$ cat src/hw/rtl/gamepad_cursor_controller_macros.svh
// assertion helpers for the cursor controller
`ifndef GAMEPAD_CURSOR_CONTROLLER_MACROS_SVH
`define GAMEPAD_CURSOR_CONTROLLER_MACROS_SVH

// implication checked on every clock edge outside reset
`define GCC_ASSERT_IMPL(label, ante, cons) \
  label: assert property (@(posedge clk) disable iff (rst) (ante) |-> (cons)) \
    else $error("gcc check failed");

// next-cycle implication checked outside reset
`define GCC_ASSERT_NEXT(label, ante, cons) \
  label: assert property (@(posedge clk) disable iff (rst) (ante) |=> (cons)) \
    else $error("gcc check failed");

`endif

$ cat src/hw/rtl/gcc_pkg.sv
// ----------------------------------------------------------------------------
// gcc_pkg
// shared types and constants of the gamepad cursor controller
// ----------------------------------------------------------------------------
package gcc_pkg;

  typedef struct packed {
    logic       connected;
    logic       read_ok;
    logic [7:0] pad_mode;
    logic [15:0] buttons_raw;
    logic [7:0] left_stick_x;
    logic [7:0] left_stick_y;
    logic [7:0] right_stick_x;
    logic [7:0] right_stick_y;
  } poll_t;

  typedef struct packed {
    logic [1:0]        status;
    logic [15:0]       held_mask;
    logic [15:0]       pressed_mask;
    logic [15:0]       released_mask;
    logic signed [7:0] axis_left_x;
    logic signed [7:0] axis_left_y;
    logic signed [7:0] axis_right_x;
    logic signed [7:0] axis_right_y;
    logic [9:0]        cursor_x;
    logic [9:0]        cursor_y;
    logic              moved;
    logic              calibrated;
  } result_t;

  typedef enum logic [1:0] {
    ST_DISCONNECTED = 2'd0,
    ST_IGNORED      = 2'd1,
    ST_PROCESSED    = 2'd2
  } status_t;

  // classified poll passed from front to back
  typedef struct packed {
    status_t           kind;
    logic [15:0]       held;
    logic [15:0]       pressed;
    logic [15:0]       released;
    logic signed [7:0] ax0;
    logic signed [7:0] ax1;
    logic signed [7:0] ax2;
    logic signed [7:0] ax3;
    logic              calibrated;
  } work_t;

  typedef enum logic [2:0] {
    BK_IDLE, BK_MUL1, BK_MUL2, BK_DIV, BK_FIX, BK_MOVE, BK_OUT
  } bk_state_t;

  localparam logic [2:0] REG_WIDTH  = 3'd0;
  localparam logic [2:0] REG_HEIGHT = 3'd1;
  localparam logic [2:0] REG_DEAD   = 3'd2;
  localparam logic [2:0] REG_STEPX  = 3'd3;
  localparam logic [2:0] REG_STEPY  = 3'd4;

  localparam int BTN_UP    = 4;
  localparam int BTN_RIGHT = 5;
  localparam int BTN_DOWN  = 6;
  localparam int BTN_LEFT  = 7;

  localparam logic [7:0] WIN_LO = 8'd96;
  localparam logic [7:0] WIN_HI = 8'd160;

  function automatic logic in_window(input logic [7:0] v);
    return (v >= WIN_LO) && (v <= WIN_HI);
  endfunction

endpackage

$ cat src/hw/rtl/gcc_front.sv
// ----------------------------------------------------------------------------
// gcc_front
// classifies polls, calibrates centres, derives masks and conditioned axes
// ----------------------------------------------------------------------------
module gcc_front
  import gcc_pkg::*;
#(
  parameter int CALIB_SAMPLES = 16
) (
  input  logic        clk,
  input  logic        rst,
  input  logic        in_valid,
  input  poll_t       in_poll,
  output logic        in_ready,
  input  logic [6:0]  deadzone,
  output logic        out_valid,
  output work_t       out_work,
  input  logic        out_ready
);

  localparam int CW = $clog2(CALIB_SAMPLES + 1);
  localparam int SW = 8 + $clog2(CALIB_SAMPLES + 1);

  logic [15:0]   previous_held;
  logic          centre_done;
  logic [CW-1:0] sample_count;
  logic [SW-1:0] axis_sums [4];
  logic [7:0]    axis_centres [4];

  logic [7:0] raw [4];
  logic [SW-1:0] add [4];
  logic [SW-1:0] sums_next [4];
  logic [7:0] cen [4];
  logic signed [7:0] ax [4];
  logic take, sample, finish;
  logic [15:0] held;
  work_t w;

  assign raw[0] = in_poll.left_stick_x;
  assign raw[1] = in_poll.left_stick_y;
  assign raw[2] = in_poll.right_stick_x;
  assign raw[3] = in_poll.right_stick_y;

  assign in_ready = !out_valid || out_ready;
  assign take = in_valid && in_ready;

  function automatic logic signed [7:0] cond(input logic [7:0] v, input logic [7:0] c,
                                             input logic [6:0] dz);
    logic signed [8:0] d;
    logic [8:0] m;
    d = $signed({1'b0, v}) - $signed({1'b0, c});
    m = d[8] ? 9'(-d) : 9'(d);
    if (m < {2'b00, dz}) return 8'sd0;
    if (d > 9'sd127) return 8'sd127;
    if (d < -9'sd127) return -8'sd127;
    return d[7:0];
  endfunction

  always_comb begin
    sample = !centre_done && in_window(raw[0]) && in_window(raw[1]);
    finish = sample && (32'(sample_count) + 1 >= CALIB_SAMPLES);
    for (int i = 0; i < 4; i++) begin
      add[i] = (i < 2 || in_window(raw[i])) ? SW'(raw[i]) : SW'(8'd128);
      sums_next[i] = axis_sums[i] + add[i];
      cen[i] = finish ? 8'(sums_next[i] / CALIB_SAMPLES) : axis_centres[i];
      ax[i] = cond(raw[i], cen[i], deadzone);
    end
    held = ~in_poll.buttons_raw;
    w = '0;
    w.calibrated = centre_done;
    if (!in_poll.connected) begin
      w.kind = ST_DISCONNECTED;
    end else if (!in_poll.read_ok || in_poll.pad_mode == 8'd0 ||
                 in_poll.buttons_raw == 16'd0) begin
      w.kind = ST_IGNORED;
      w.held = previous_held;
    end else begin
      w.kind = ST_PROCESSED;
      w.held = held;
      w.pressed = held & ~previous_held;
      w.released = previous_held & ~held;
      w.calibrated = centre_done || finish;
      if (w.calibrated) begin
        w.ax0 = ax[0]; w.ax1 = ax[1]; w.ax2 = ax[2]; w.ax3 = ax[3];
      end
    end
  end

  always_ff @(posedge clk) begin
    if (rst) begin
      out_valid <= 1'b0;
      previous_held <= '0;
      centre_done <= 1'b0;
      sample_count <= '0;
      for (int i = 0; i < 4; i++) begin
        axis_sums[i] <= '0;
        axis_centres[i] <= 8'd128;
      end
    end else begin
      if (out_valid && out_ready) out_valid <= 1'b0;
      if (take) begin
        out_valid <= 1'b1;
        out_work <= w;
        if (w.kind == ST_DISCONNECTED) previous_held <= '0;
        if (w.kind == ST_PROCESSED) begin
          previous_held <= held;
          if (sample) begin
            sample_count <= sample_count + 1'b1;
            for (int i = 0; i < 4; i++) begin
              axis_sums[i] <= sums_next[i];
              axis_centres[i] <= cen[i];
            end
            if (finish) centre_done <= 1'b1;
          end
        end
      end
    end
  end

  `include "gamepad_cursor_controller_macros.svh"
  `GCC_ASSERT_IMPL(a_calib_sticky, centre_done, sample_count >= CW'(CALIB_SAMPLES))
  `GCC_ASSERT_NEXT(a_hold_stall, out_valid && !out_ready, out_valid && $stable(out_work))
  `GCC_ASSERT_IMPL(a_no_calib_axes, out_valid && !out_work.calibrated, out_work.ax0 == 8'sd0)

endmodule

$ cat src/hw/rtl/gcc_back.sv
// ----------------------------------------------------------------------------
// gcc_back
// squared stick response, d-pad steps and cursor integration
// ----------------------------------------------------------------------------
module gcc_back
  import gcc_pkg::*;
#(
  parameter int POS_FRAC_BITS = 8
) (
  input  logic        clk,
  input  logic        rst,
  input  logic        in_valid,
  input  work_t       in_work,
  output logic        in_ready,
  input  logic [10:0] screen_width,
  input  logic [10:0] screen_height,
  input  logic [11:0] step_x,
  input  logic [11:0] step_y,
  output logic        out_valid,
  output result_t     out_result,
  input  logic        out_ready
);

  localparam int PW = 10 + POS_FRAC_BITS;
  localparam int SH = (POS_FRAC_BITS >= 8) ? POS_FRAC_BITS - 8 : 0;
  localparam int SR = (POS_FRAC_BITS >= 8) ? 0 : 8 - POS_FRAC_BITS;
  localparam int NW = 26 + SH;
  localparam int RW = NW - 13;
  localparam int EW = NW + 1;
  localparam int DW = PW + 4;
  localparam int Den = 16129 << SR;
  // floor(2^NW / Den): the product estimate is exact or one low
  localparam longint RECIP = (longint'(1) << NW) / Den;

  bk_state_t state, state_next;
  work_t wk;
  logic [PW-1:0] pos_x, pos_y;
  logic [13:0] sq_x, sq_y;
  logic [NW-1:0] num_x, num_y;
  logic [RW-1:0] q_x, q_y;
  logic fix_x, fix_y;
  logic signed [DW-1:0] dx, dy;
  logic signed [DW-1:0] nx, ny;
  logic [PW-1:0] hx, hy;
  logic [PW-1:0] cx, cy;
  logic [6:0] mx, my;
  logic mv;

  function automatic logic [DW-1:0] step_pos(input logic [11:0] s);
    logic [DW+11:0] t;
    t = (DW+12)'(s) << SH;
    return DW'(t >> SR);
  endfunction

  function automatic logic [PW-1:0] hi_pos(input logic [10:0] s);
    logic [10:0] c;
    logic [PW-1:0] h;
    c = (s == 11'd0) ? 11'd1 : (s > 11'd1024 ? 11'd1024 : s);
    h = PW'(c - 11'd1);
    return h << POS_FRAC_BITS;
  endfunction

  function automatic logic [PW-1:0] clampp(input logic signed [DW-1:0] p,
                                          input logic [PW-1:0] hi);
    if (p < 0) return '0;
    if (p > $signed({2'b00, hi})) return hi;
    return PW'(p);
  endfunction

  assign mx = wk.ax0[7] ? 7'(-wk.ax0) : wk.ax0[6:0];
  assign my = wk.ax1[7] ? 7'(-wk.ax1) : wk.ax1[6:0];
  assign in_ready = (state == BK_IDLE);
  assign hx = hi_pos(screen_width);
  assign hy = hi_pos(screen_height);

  always_comb begin
    // quotient one low when another whole divisor still fits the numerator
    fix_x = (EW'(q_x) * EW'(Den) + EW'(Den)) <= EW'(num_x);
    fix_y = (EW'(q_y) * EW'(Den) + EW'(Den)) <= EW'(num_y);
    dx = wk.ax0[7] ? -$signed(DW'(q_x)) : $signed(DW'(q_x));
    dy = wk.ax1[7] ? -$signed(DW'(q_y)) : $signed(DW'(q_y));
    if (wk.held[BTN_LEFT])  dx = dx - $signed(step_pos(step_x));
    if (wk.held[BTN_RIGHT]) dx = dx + $signed(step_pos(step_x));
    if (wk.held[BTN_UP])    dy = dy - $signed(step_pos(step_y));
    if (wk.held[BTN_DOWN])  dy = dy + $signed(step_pos(step_y));
    nx = $signed({4'b0, pos_x}) + dx;
    ny = $signed({4'b0, pos_y}) + dy;
    cx = clampp(nx, hx);
    cy = clampp(ny, hy);
    state_next = state;
    unique case (state)
      BK_IDLE: if (in_valid) state_next = (in_work.kind == ST_PROCESSED) ? BK_MUL1 : BK_OUT;
      BK_MUL1: state_next = BK_MUL2;
      BK_MUL2: state_next = BK_DIV;
      BK_DIV:  state_next = BK_FIX;
      BK_FIX:  state_next = BK_MOVE;
      BK_MOVE: state_next = BK_OUT;
      BK_OUT:  if (!out_valid || out_ready) state_next = BK_IDLE;
      default: state_next = BK_IDLE;
    endcase
  end

  always_ff @(posedge clk) begin
    if (rst) begin
      state <= BK_IDLE;
      out_valid <= 1'b0;
      pos_x <= PW'(320) << POS_FRAC_BITS;
      pos_y <= PW'(224) << POS_FRAC_BITS;
    end else begin
      state <= state_next;
      if (out_valid && out_ready) out_valid <= 1'b0;
      unique case (state)
        BK_IDLE: if (in_valid) begin
          wk <= in_work;
          mv <= 1'b0;
        end
        BK_MUL1: begin
          sq_x <= 14'(mx) * 14'(mx);
          sq_y <= 14'(my) * 14'(my);
        end
        // numerator with half the divisor added for round half up
        BK_MUL2: begin
          num_x <= (NW'(sq_x) * NW'(step_x) << SH) + NW'(Den / 2);
          num_y <= (NW'(sq_y) * NW'(step_y) << SH) + NW'(Den / 2);
        end
        // reciprocal multiply for the constant divide by 127*127 shifted left by SR
        BK_DIV: begin
          q_x <= RW'((NW+RW)'(num_x) * (NW+RW)'(RECIP) >> NW);
          q_y <= RW'((NW+RW)'(num_y) * (NW+RW)'(RECIP) >> NW);
        end
        BK_FIX: begin
          q_x <= q_x + RW'(fix_x);
          q_y <= q_y + RW'(fix_y);
        end
        BK_MOVE: begin
          if (dx != '0 || dy != '0) begin
            mv <= 1'b1;
            pos_x <= cx;
            pos_y <= cy;
          end
        end
        BK_OUT: if (!out_valid || out_ready) begin
          out_valid <= 1'b1;
          out_result.status <= wk.kind;
          out_result.held_mask <= wk.held;
          out_result.pressed_mask <= wk.pressed;
          out_result.released_mask <= wk.released;
          out_result.axis_left_x <= wk.ax0;
          out_result.axis_left_y <= wk.ax1;
          out_result.axis_right_x <= wk.ax2;
          out_result.axis_right_y <= wk.ax3;
          out_result.cursor_x <= pos_x[PW-1:POS_FRAC_BITS];
          out_result.cursor_y <= pos_y[PW-1:POS_FRAC_BITS];
          out_result.moved <= mv;
          out_result.calibrated <= wk.calibrated;
        end
        default: ;
      endcase
    end
  end

  `include "gamepad_cursor_controller_macros.svh"
  `GCC_ASSERT_IMPL(a_ready_idle, in_ready, state == BK_IDLE)
  `GCC_ASSERT_NEXT(a_result_hold, out_valid && !out_ready, $stable(out_result))
  `GCC_ASSERT_NEXT(a_out_hold, out_valid && !out_ready, out_valid)

endmodule

$ cat src/hw/rtl/gamepad_cursor_controller.sv
// ----------------------------------------------------------------------------
// gamepad_cursor_controller
// gamepad poll conditioning and fixed-point cursor, queue-style ports
// ----------------------------------------------------------------------------
// one poll is one transaction in; each gives exactly one result transaction.
// the front stage classifies a poll and calibrates as it takes it, and holds one
// registered classified poll for the back stage. the back sequencer sets the
// rate: it takes no new poll until the last result is registered. a processed
// poll passes accept, two multiplies, the reciprocal divide estimate, its
// one-step fix-up, the move and the result register; an ignored or disconnected
// poll goes from accept straight to the result register. a result left waiting
// holds the back stage; full is high while the front holds a poll and the back
// stage is busy. configuration registers sit on the apb port at byte offsets
// 0..16; the user must write them only while no poll is in flight, unenforced.
module gamepad_cursor_controller
  import gcc_pkg::*;
#(
  parameter int CALIB_SAMPLES = 16,
  parameter int POS_FRAC_BITS = 8
) (
  input  logic        clk,
  input  logic        rst,
  input  logic        push,
  input  poll_t       poll,
  output logic        full,
  output logic        empty,
  input  logic        pop,
  output result_t     result,
  input  logic        psel,
  input  logic        penable,
  input  logic        pwrite,
  input  logic [4:0]  paddr,
  input  logic [31:0] pwdata,
  output logic [31:0] prdata,
  output logic        pready
);

  logic [10:0] screen_width, screen_height;
  logic [6:0]  deadzone_counts;
  logic [11:0] step_x, step_y;
  logic [2:0]  reg_idx;
  logic f_ready, q_valid, q_ready, r_valid;
  work_t q_work;

  assign pready = 1'b1;
  assign reg_idx = paddr[4:2];

  // register writes on the access phase
  always_ff @(posedge clk) begin
    if (rst) begin
      screen_width <= 11'd640;
      screen_height <= 11'd448;
      deadzone_counts <= 7'd23;
      step_x <= 12'd768;
      step_y <= 12'd717;
    end else if (psel && penable && pwrite) begin
      unique case (reg_idx)
        REG_WIDTH:  screen_width <= pwdata[10:0];
        REG_HEIGHT: screen_height <= pwdata[10:0];
        REG_DEAD:   deadzone_counts <= pwdata[6:0];
        REG_STEPX:  step_x <= pwdata[11:0];
        REG_STEPY:  step_y <= pwdata[11:0];
        default: ;
      endcase
    end
  end

  // read mux
  always_comb begin
    unique case (reg_idx)
      REG_WIDTH:  prdata = {21'd0, screen_width};
      REG_HEIGHT: prdata = {21'd0, screen_height};
      REG_DEAD:   prdata = {25'd0, deadzone_counts};
      REG_STEPX:  prdata = {20'd0, step_x};
      REG_STEPY:  prdata = {20'd0, step_y};
      default:    prdata = '0;
    endcase
  end

  assign full = !f_ready;
  assign empty = !r_valid;

  gcc_front #(.CALIB_SAMPLES(CALIB_SAMPLES)) u_front (
    .clk, .rst,
    .in_valid(push), .in_poll(poll), .in_ready(f_ready),
    .deadzone(deadzone_counts),
    .out_valid(q_valid), .out_work(q_work), .out_ready(q_ready)
  );

  gcc_back #(.POS_FRAC_BITS(POS_FRAC_BITS)) u_back (
    .clk, .rst,
    .in_valid(q_valid), .in_work(q_work), .in_ready(q_ready),
    .screen_width, .screen_height, .step_x, .step_y,
    .out_valid(r_valid), .out_result(result), .out_ready(pop)
  );

endmodule
$ cat config.mk
export PLATFORM = sky130hd
export DESIGN_NAME = gamepad_cursor_controller
export DESIGN_NICKNAME = d
export VERILOG_FILES = /design/src/hw/rtl/gcc_pkg.sv /design/src/hw/rtl/gcc_front.sv /design/src/hw/rtl/gcc_back.sv /design/src/hw/rtl/gamepad_cursor_controller.sv
export VERILOG_INCLUDE_DIRS = /design/src /design/src/hw/rtl
export SDC_FILE = /design/constraint.sdc
export NUM_CORES = 2
export LEC_CHECK = 0
export BUFFER_PORTS_ARGS = -buffer_cell sky130_fd_sc_hd__buf_2
export CAP_MARGIN = 0
export CORE_MARGIN = 8
export CORE_UTILIZATION = 58
export CTS_CLUSTER_SIZE = 20
export DETAILED_ROUTE_END_ITERATION = 8
export PLACE_DENSITY = 0.86
export SLEW_MARGIN = 30
export SYNTH_ARGS = -nofsm -noshare
export SYNTH_HDL_FRONTEND = slang
export SYNTH_HIERARCHICAL = 1
export SYNTH_SLANG_ARGS = --single-unit
$ cat constraint.sdc
create_clock -name clk -period 8.45 [get_ports clk]
set_clock_uncertainty 0.15 [all_clocks]
set_input_delay 0.4225 -clock clk [delete_from_list [all_inputs] [get_ports clk]]
set_output_delay 0.4225 -clock clk [all_outputs]
set_load 0.01 [all_outputs]
Yosys cells after proc, flatten, opt, wreduce, memory -nomap -nowiden
Memories as Yosys holds them, arrays and structs flattened.
Cells that the tools add are included.
{"block": "classes", "n_reduce_logical": 55, "mux": 120, "magnitude_cmp": 29, "n_bitwise": 16, "mul": 8, "shift": 0, "n_addsub": 32, "div_mod_pow": 0, "eq_ne": 15}
{"cell": "$mux W8", "count": 34}
{"cell": "$mux W18", "count": 9}
{"cell": "$mux W22", "count": 6}
{"cell": "$mul A26 B7 Y33 const B", "count": 2}
{"cell": "$pmux W12 S5", "count": 1}
{"cell": "$add A27 B14 Y27 const B", "count": 2}
{"cell": "$le A27 B26 Y1", "count": 2}
{"cell": "$mul A13 B14 Y27 const B", "count": 2}
{"cell": "$add A26 B13 Y26 const B", "count": 2}
{"cell": "$mul A14 B12 Y26", "count": 2}
{"cell": "$mux W13", "count": 4}
{"cell": "$pmux W13 S2", "count": 2}
{"cell": "$not A16 Y16", "count": 3}
{"cell": "$mux W1", "count": 46}
{"cell": "$add A19 B22 Y22", "count": 2}
{"cell": "$add A22 B13 Y22", "count": 2}
{"cell": "$gt A22 B19 Y1", "count": 2}
{"cell": "$lt A22 B1 Y1 const B", "count": 2}
{"cell": "$neg A13 Y22", "count": 2}
{"cell": "$reduce_bool A22 Y1", "count": 2}
{"cell": "$sub A22 B13 Y22", "count": 2}
{"cell": "$mux W10", "count": 4}
{"cell": "$gt A9 B8 Y1 const B", "count": 4}
{"cell": "$lt A9 B7 Y1", "count": 4}
{"cell": "other kinds (44)", "count": 132}
{"block": "totals", "mem_bits_ro": 0, "regBits": 493, "out_inout_bits": 139, "memories": 2, "elab_cells": 327, "latchBits": 0, "mem_bits_rw": 84}
{"name": "u_front.axis_sums", "depth": 4, "width": 13, "rd": 4, "rd_clocked_by_memory_dff": 0, "wr": 4, "line": "gcc_front.sv:27", "rtl": "logic [SW-1:0] axis_sums [4];"}
{"name": "u_front.axis_centres", "depth": 4, "width": 8, "rd": 4, "rd_clocked_by_memory_dff": 0, "wr": 4, "line": "gcc_front.sv:28", "rtl": "logic [7:0] axis_centres [4];"}

Depth between registers and ports, before layout
{"block": "depth", "word_depth": 17, "ltp_mapped": 39}

Cells and area by module
The synthesis kept the hierarchy.
{"mod": "gcc_back", "seq_area_each_um2": 9569.2, "area_per_inst_um2": 39671.8, "cells_per_inst": 4077, "n_inst": 1}
{"mod": "gcc_front", "seq_area_each_um2": 5355.1, "area_per_inst_um2": 11634.9, "cells_per_inst": 1156, "n_inst": 1}
{"mod": "gamepad_cursor_controller", "seq_area_each_um2": 1061.0, "area_per_inst_um2": 2782.7, "cells_per_inst": 292, "n_inst": 1}

Worst setup path before layout
Ideal clock, no wire load.
{"block": "synth_path", "path_type": "in2reg", "from": "in rst", "to": "reg u_back/out_result[0] (netlist name) (enable)", "n_path_buf": 1, "t_arrival_ps": 7932, "slack_ps": -326, "path_stages": 4, "cell_sequence": "clkbuf_1 > clkinv_1 > nand2_1 > nor3_1"}
{"block": "synth_via", "elab_chain_cells": 2}
{"element": "from (decl)", "line": "gamepad_cursor_controller.sv:22", "rtl": "input logic rst,"}
{"element": "$not A1 Y1 (no line)"}
{"element": "$reduce_and A3 Y1 (no line)"}
{"element": "to (decl)", "line": "gcc_back.sv:20", "rtl": "output result_t out_result,"}
Every way passes these cells.
A chain may end at the register's enable or synchronous reset.

Worst setup path after layout
{"block": "layout_path", "from": "reg u_back.q_y[4]", "to": "reg u_back.q_y[12] (data pin)"}
{"block": "layout_via", "elab_chain_cells": 5}
{"element": "from (decl)", "line": "gcc_back.sv:40", "rtl": "logic [RW-1:0] q_x, q_y;"}
{"element": "from (signal assigned)", "line": "gcc_back.sv:129", "rtl": "q_y <= RW'((NW+RW)'(num_y) * (NW+RW)'(RECIP) >> NW);"}
{"element": "from (signal assigned)", "line": "gcc_back.sv:133", "rtl": "q_y <= q_y + RW'(fix_y);"}
{"element": "$mul A13 B14 Y27", "line": "gcc_back.sv:79", "rtl": "fix_y = (EW'(q_y) * EW'(Den) + EW'(Den)) <= EW'(num_y);"}
{"element": "$add A27 B14 Y27", "line": "gcc_back.sv:79"}
{"element": "$le A27 B26 Y1", "line": "gcc_back.sv:79"}
{"element": "$add A13 B1 Y13 *", "line": "gcc_back.sv:133"}
{"element": "$pmux W13 S2 *", "line": "gcc_back.sv:112", "rtl": "unique case (state)"}
Mark *: on every way between the ends. The rest lies on a longest branch, timed or not.

==> impl_metrics.py <==
metrics = {
    "worst_setup_path": {
        "crit_start": "u_back/q_y[4]",
        "crit_path_start_kind": "flip-flop",
        "crit_fanout": 4,
        "r2r_cells": 32,
        "critPathArrivalTime_ns": 8.42,
        "worstSetupPathType": "reg2reg",
        "cp_top_family": "adder cells",
        "cp-end-kind": "flip-flop",
        "cp.depth": 32,
        "worst_r2r_startpoint": "u_back/q_y[4]",
        "cpMaxStageDelayCell": "fa_1",
        "worstPathRequired_ns": 8.73,
        "crit_buf_inv": 5,
        "slowest_delay_ns": 0.54,
    },
    "timing": {
        "period_share_pct": 96.4,
        "rsz0062_at_grt": "true",
        "final_max_slew_viol_count": 0,
        "hold_viol_final": 0,
        "timing.final.ws_setup_ns": 0.306,
        "tightestPinTransition_ns": 0.965,
        "final.min_clock_period_ns": 8.14,
        "setup_viol": 0,
        "clock.fmax_mhz": 123,
        "relSlewSlack_pct": 35.4,
    },
    "floorplanning": {
        "io_pins": 241,
        "initial_core_util_pct": 58.2,
        "coreArea_mm2": 0.0929,
        "die_w_um": 321,
        "floorplan.die_area_mm2": 0.103,
        "num_rows": 112,
        "die_y_um": 321,
    },
    "place": {
        "place_ws_ns": -0.152,
        "place_congestion": 0.960,
        "dp_hpwl_um": 109000,
        "dpl_cell_area_mm2": 0.0568,
        "portBuffers": 197,
        "dp.cells": 6944,
    },
    "global_route": {
        "antenna_found_initial": 13,
        "grt_max_degree": 107,
        "grt-ovfl-total": 0,
        "grt_pass1_vias": 43063,
        "grt_use_total_pct": 27.1,
        "grt_pass1_wl_um": 226000,
    },
    "synth": {
        "ys_ff_latch": 571,
        "synth_area_mm2": 0.0541,
        "synth_top_flop_cell": "edfxtp_1",
        "synth_area_leaders": "edfxtp_1 (25%), ha_1 (17%), fa_1 (13%)",
        "yosysUniqueCellTypes": 102,
        "yosys.area.top_type": "edfxtp_1",
        "yosysMostFrequentCell": "ha_1",
        "synthCells": 5525,
        "yosysSeqAreaShare_pct": 29.6,
        "yosysTopAreaCellShare_pct": 25.3,
        "synth-edff-count": 455,
        "syn_avg_cell_area_um2": 9.79,
        "synthTopCellsByCount": "ha_1 (724), inv_1 (678), edfxtp_1 (455)",
        "synth-warning-count": 6,
        "synthArstFlopShare_pct": 0,
    },
    "hold_path": {
        "hold_depth": 3,
        "hp-start": "poll[24]",
        "min_path_type": "in2reg",
    },
    "clock_network": {
        "clk_pin_slew_ns": 0.06,
        "root_buffer": "clkbuf_16",
        "htreeDepth": 2,
        "clk_path_buf_depth": 3,
        "clk_latency_ns": 0.70,
        "numCtsBuffers": 60,
        "clkSinkCount": 571,
        "cts_tree": "done",
    },
    "detailed_routing": {
        "detail-route-antenna-nets": 0,
        "num_vias": 42613,
        "drc": 0,
        "via_per_inst": 5.99,
        "firstDrtPassIters": 7,
        "drt_iter0_markers": 4094,
        "wirelength_um": 144000,
        "wire_per_inst_um": 20.3,
    },
    "power_and_ir_drop": {
        "power.share.combinational_pct": 62.4,
        "cellPowerDensity_mw_per_mm2": 283,
        "switching_share_pct": 43.3,
        "vdd_ir_drop_max_v": 0.000426,
        "clockPowerShare_pct": 16.5,
        "internal_power_w": 0.00957,
        "leakage_nw": 27.0,
        "p_seq_share_pct": 21.1,
        "p_switching_w": 0.00731,
    },
    "layout": {
        "drive_gt1_share_pct": 10.2,
        "final_cells": 7111,
        "final_util_pct": 64.3,
        "fin_nets": 6985,
        "design_area_mm2": 0.0597,
        "area_growth_syn_to_layout_pct": 10.4,
    },
    "job": {
        "maxCapViolCount": 0,
    },
    "status": {
        "outcome": "complete, no violations",
    },
}
-- metrics by stage --
step | hold WS (ns) | setup TNS, ns | total power [W]
detailed placement | 0.255 | -0.279 | 0.0135
finish | 0.0428 | 0 | 0.0169
floorplan | 0.250 | 0 | 0.0111
global route | 0.0298 | -1.14 | 0.0183
CTS | 0.00492 | 0 | 0.0164
global placement | 0.252 | 0 | 0.0130
-- sequential cells by signal (all words and copies together), names as in the netlist, 18 cells and up --
name / flops
u_back/pos_y: 18
u_front/axis_sums: 48
u_back/out_result: 104
u_front/axis_centres: 32
u_back/num_x: 26
u_back/pos_x: 18
u_back/wk: 83
u_back/num_y: 26
u_front/out_work: 83
-- placed cells by master, fill, tap and decap left out, types with 83 or more instances in the layout --
master,Yosys,layout
mux2i_1,83,83
inv_1,678,677
fa_1,363,361
nor3_1,108,102
and2_1,161,160
xor2_1,98,98
nand3_1,86,86
nand2_1,452,451
dfxtp_1,116,116
a21o_1,86,86
o21ai_0,190,187
nand2b_1,102,102
xnor2_1,234,231
buf_4,25,118
ha_1,724,717
nor2_1,385,379
a21oi_1,260,247
edfxtp_1,455,455
buf_2,20,197
-- kinds of logic after synthesis --
family	Yosys count	synth area share [%]
AO/OA/AOI/OAI	985	12.1
XOR/XNOR	334	5.44
adder cells (fa/ha/maj)	1097	30.4
buffers and inverters	848	6.22
flip-flops	571	29.6
multiplexers	107	2.04
other	4	0.0278
AND/OR/NAND/NOR	1579	14.3
-- worst reg2reg max path: cells and delay by family, from the launching register on --
kind            cells  cell delay, ns
fa+ha+maj          10            3.85
compound gates      8            1.47
simple gates        7            1.31
flops               1            0.47
buf+inv             5            0.40
xor+xnor            2            0.26
-- layout make-up --
type / count / area (um2)
Inverter: 682 / 2560
Sequential cell: 571 / 16000
Clock buffer: 70 / 1610
Clock inverter: 43 / 478
Antenna cell: 10 / 25.0
Timing Repair Buffer: 349 / 2220
Multi-Input combinational cell: 4132 / 35300
Tap cell: 1254 / 1570
Fill cell: 6884 / 33200
-- per-layer routing --
| metal | vias to the layer above | GRT usage (%) | part of all wire (%) |
|---|---|---|---|
| li1 | 19592 | - | - |
| met1 | 20582 | 33.1 | 39 |
| met2 | 1952 | 45.5 | 47 |
| met3 | 479 | 5.86 | 8.3 |
| met4 | 8 | 12.8 | 5.4 |
| met5 | - | 0 | 0.040 |
-- final timing paths --
kind                                                end  slack [ns]
worst min register to register            u_back/wk[47]        0.26
worst max-delay path                     u_back/q_y[12]        0.31
worst min-delay path            u_front/axis_sums[0][0]        0.04
worst max register to register           u_back/q_y[12]        0.31
-- repair_timing --
item,CTS,global route
hold endpoints to repair,94,0
buffers inserted,0,13
endpoints found under the setup margin,2,52
hold buffers,30,0
pin swaps,0,24
gates cloned,0,1
resized for setup,2,82
-- power by group through the flow --
stage	clock (W)	combinational [W]	sequential, W
after global placement	0	0.00938	0.00360
after detailed placement	0	0.00985	0.00361
final	0.00278	0.0105	0.00356
after global routing	0.00293	0.0118	0.00357
after CTS	0.00282	0.0100	0.00355
after floorplan	0	0.00755	0.00353
No activity file was read; power rests on OpenSTA's default activity.
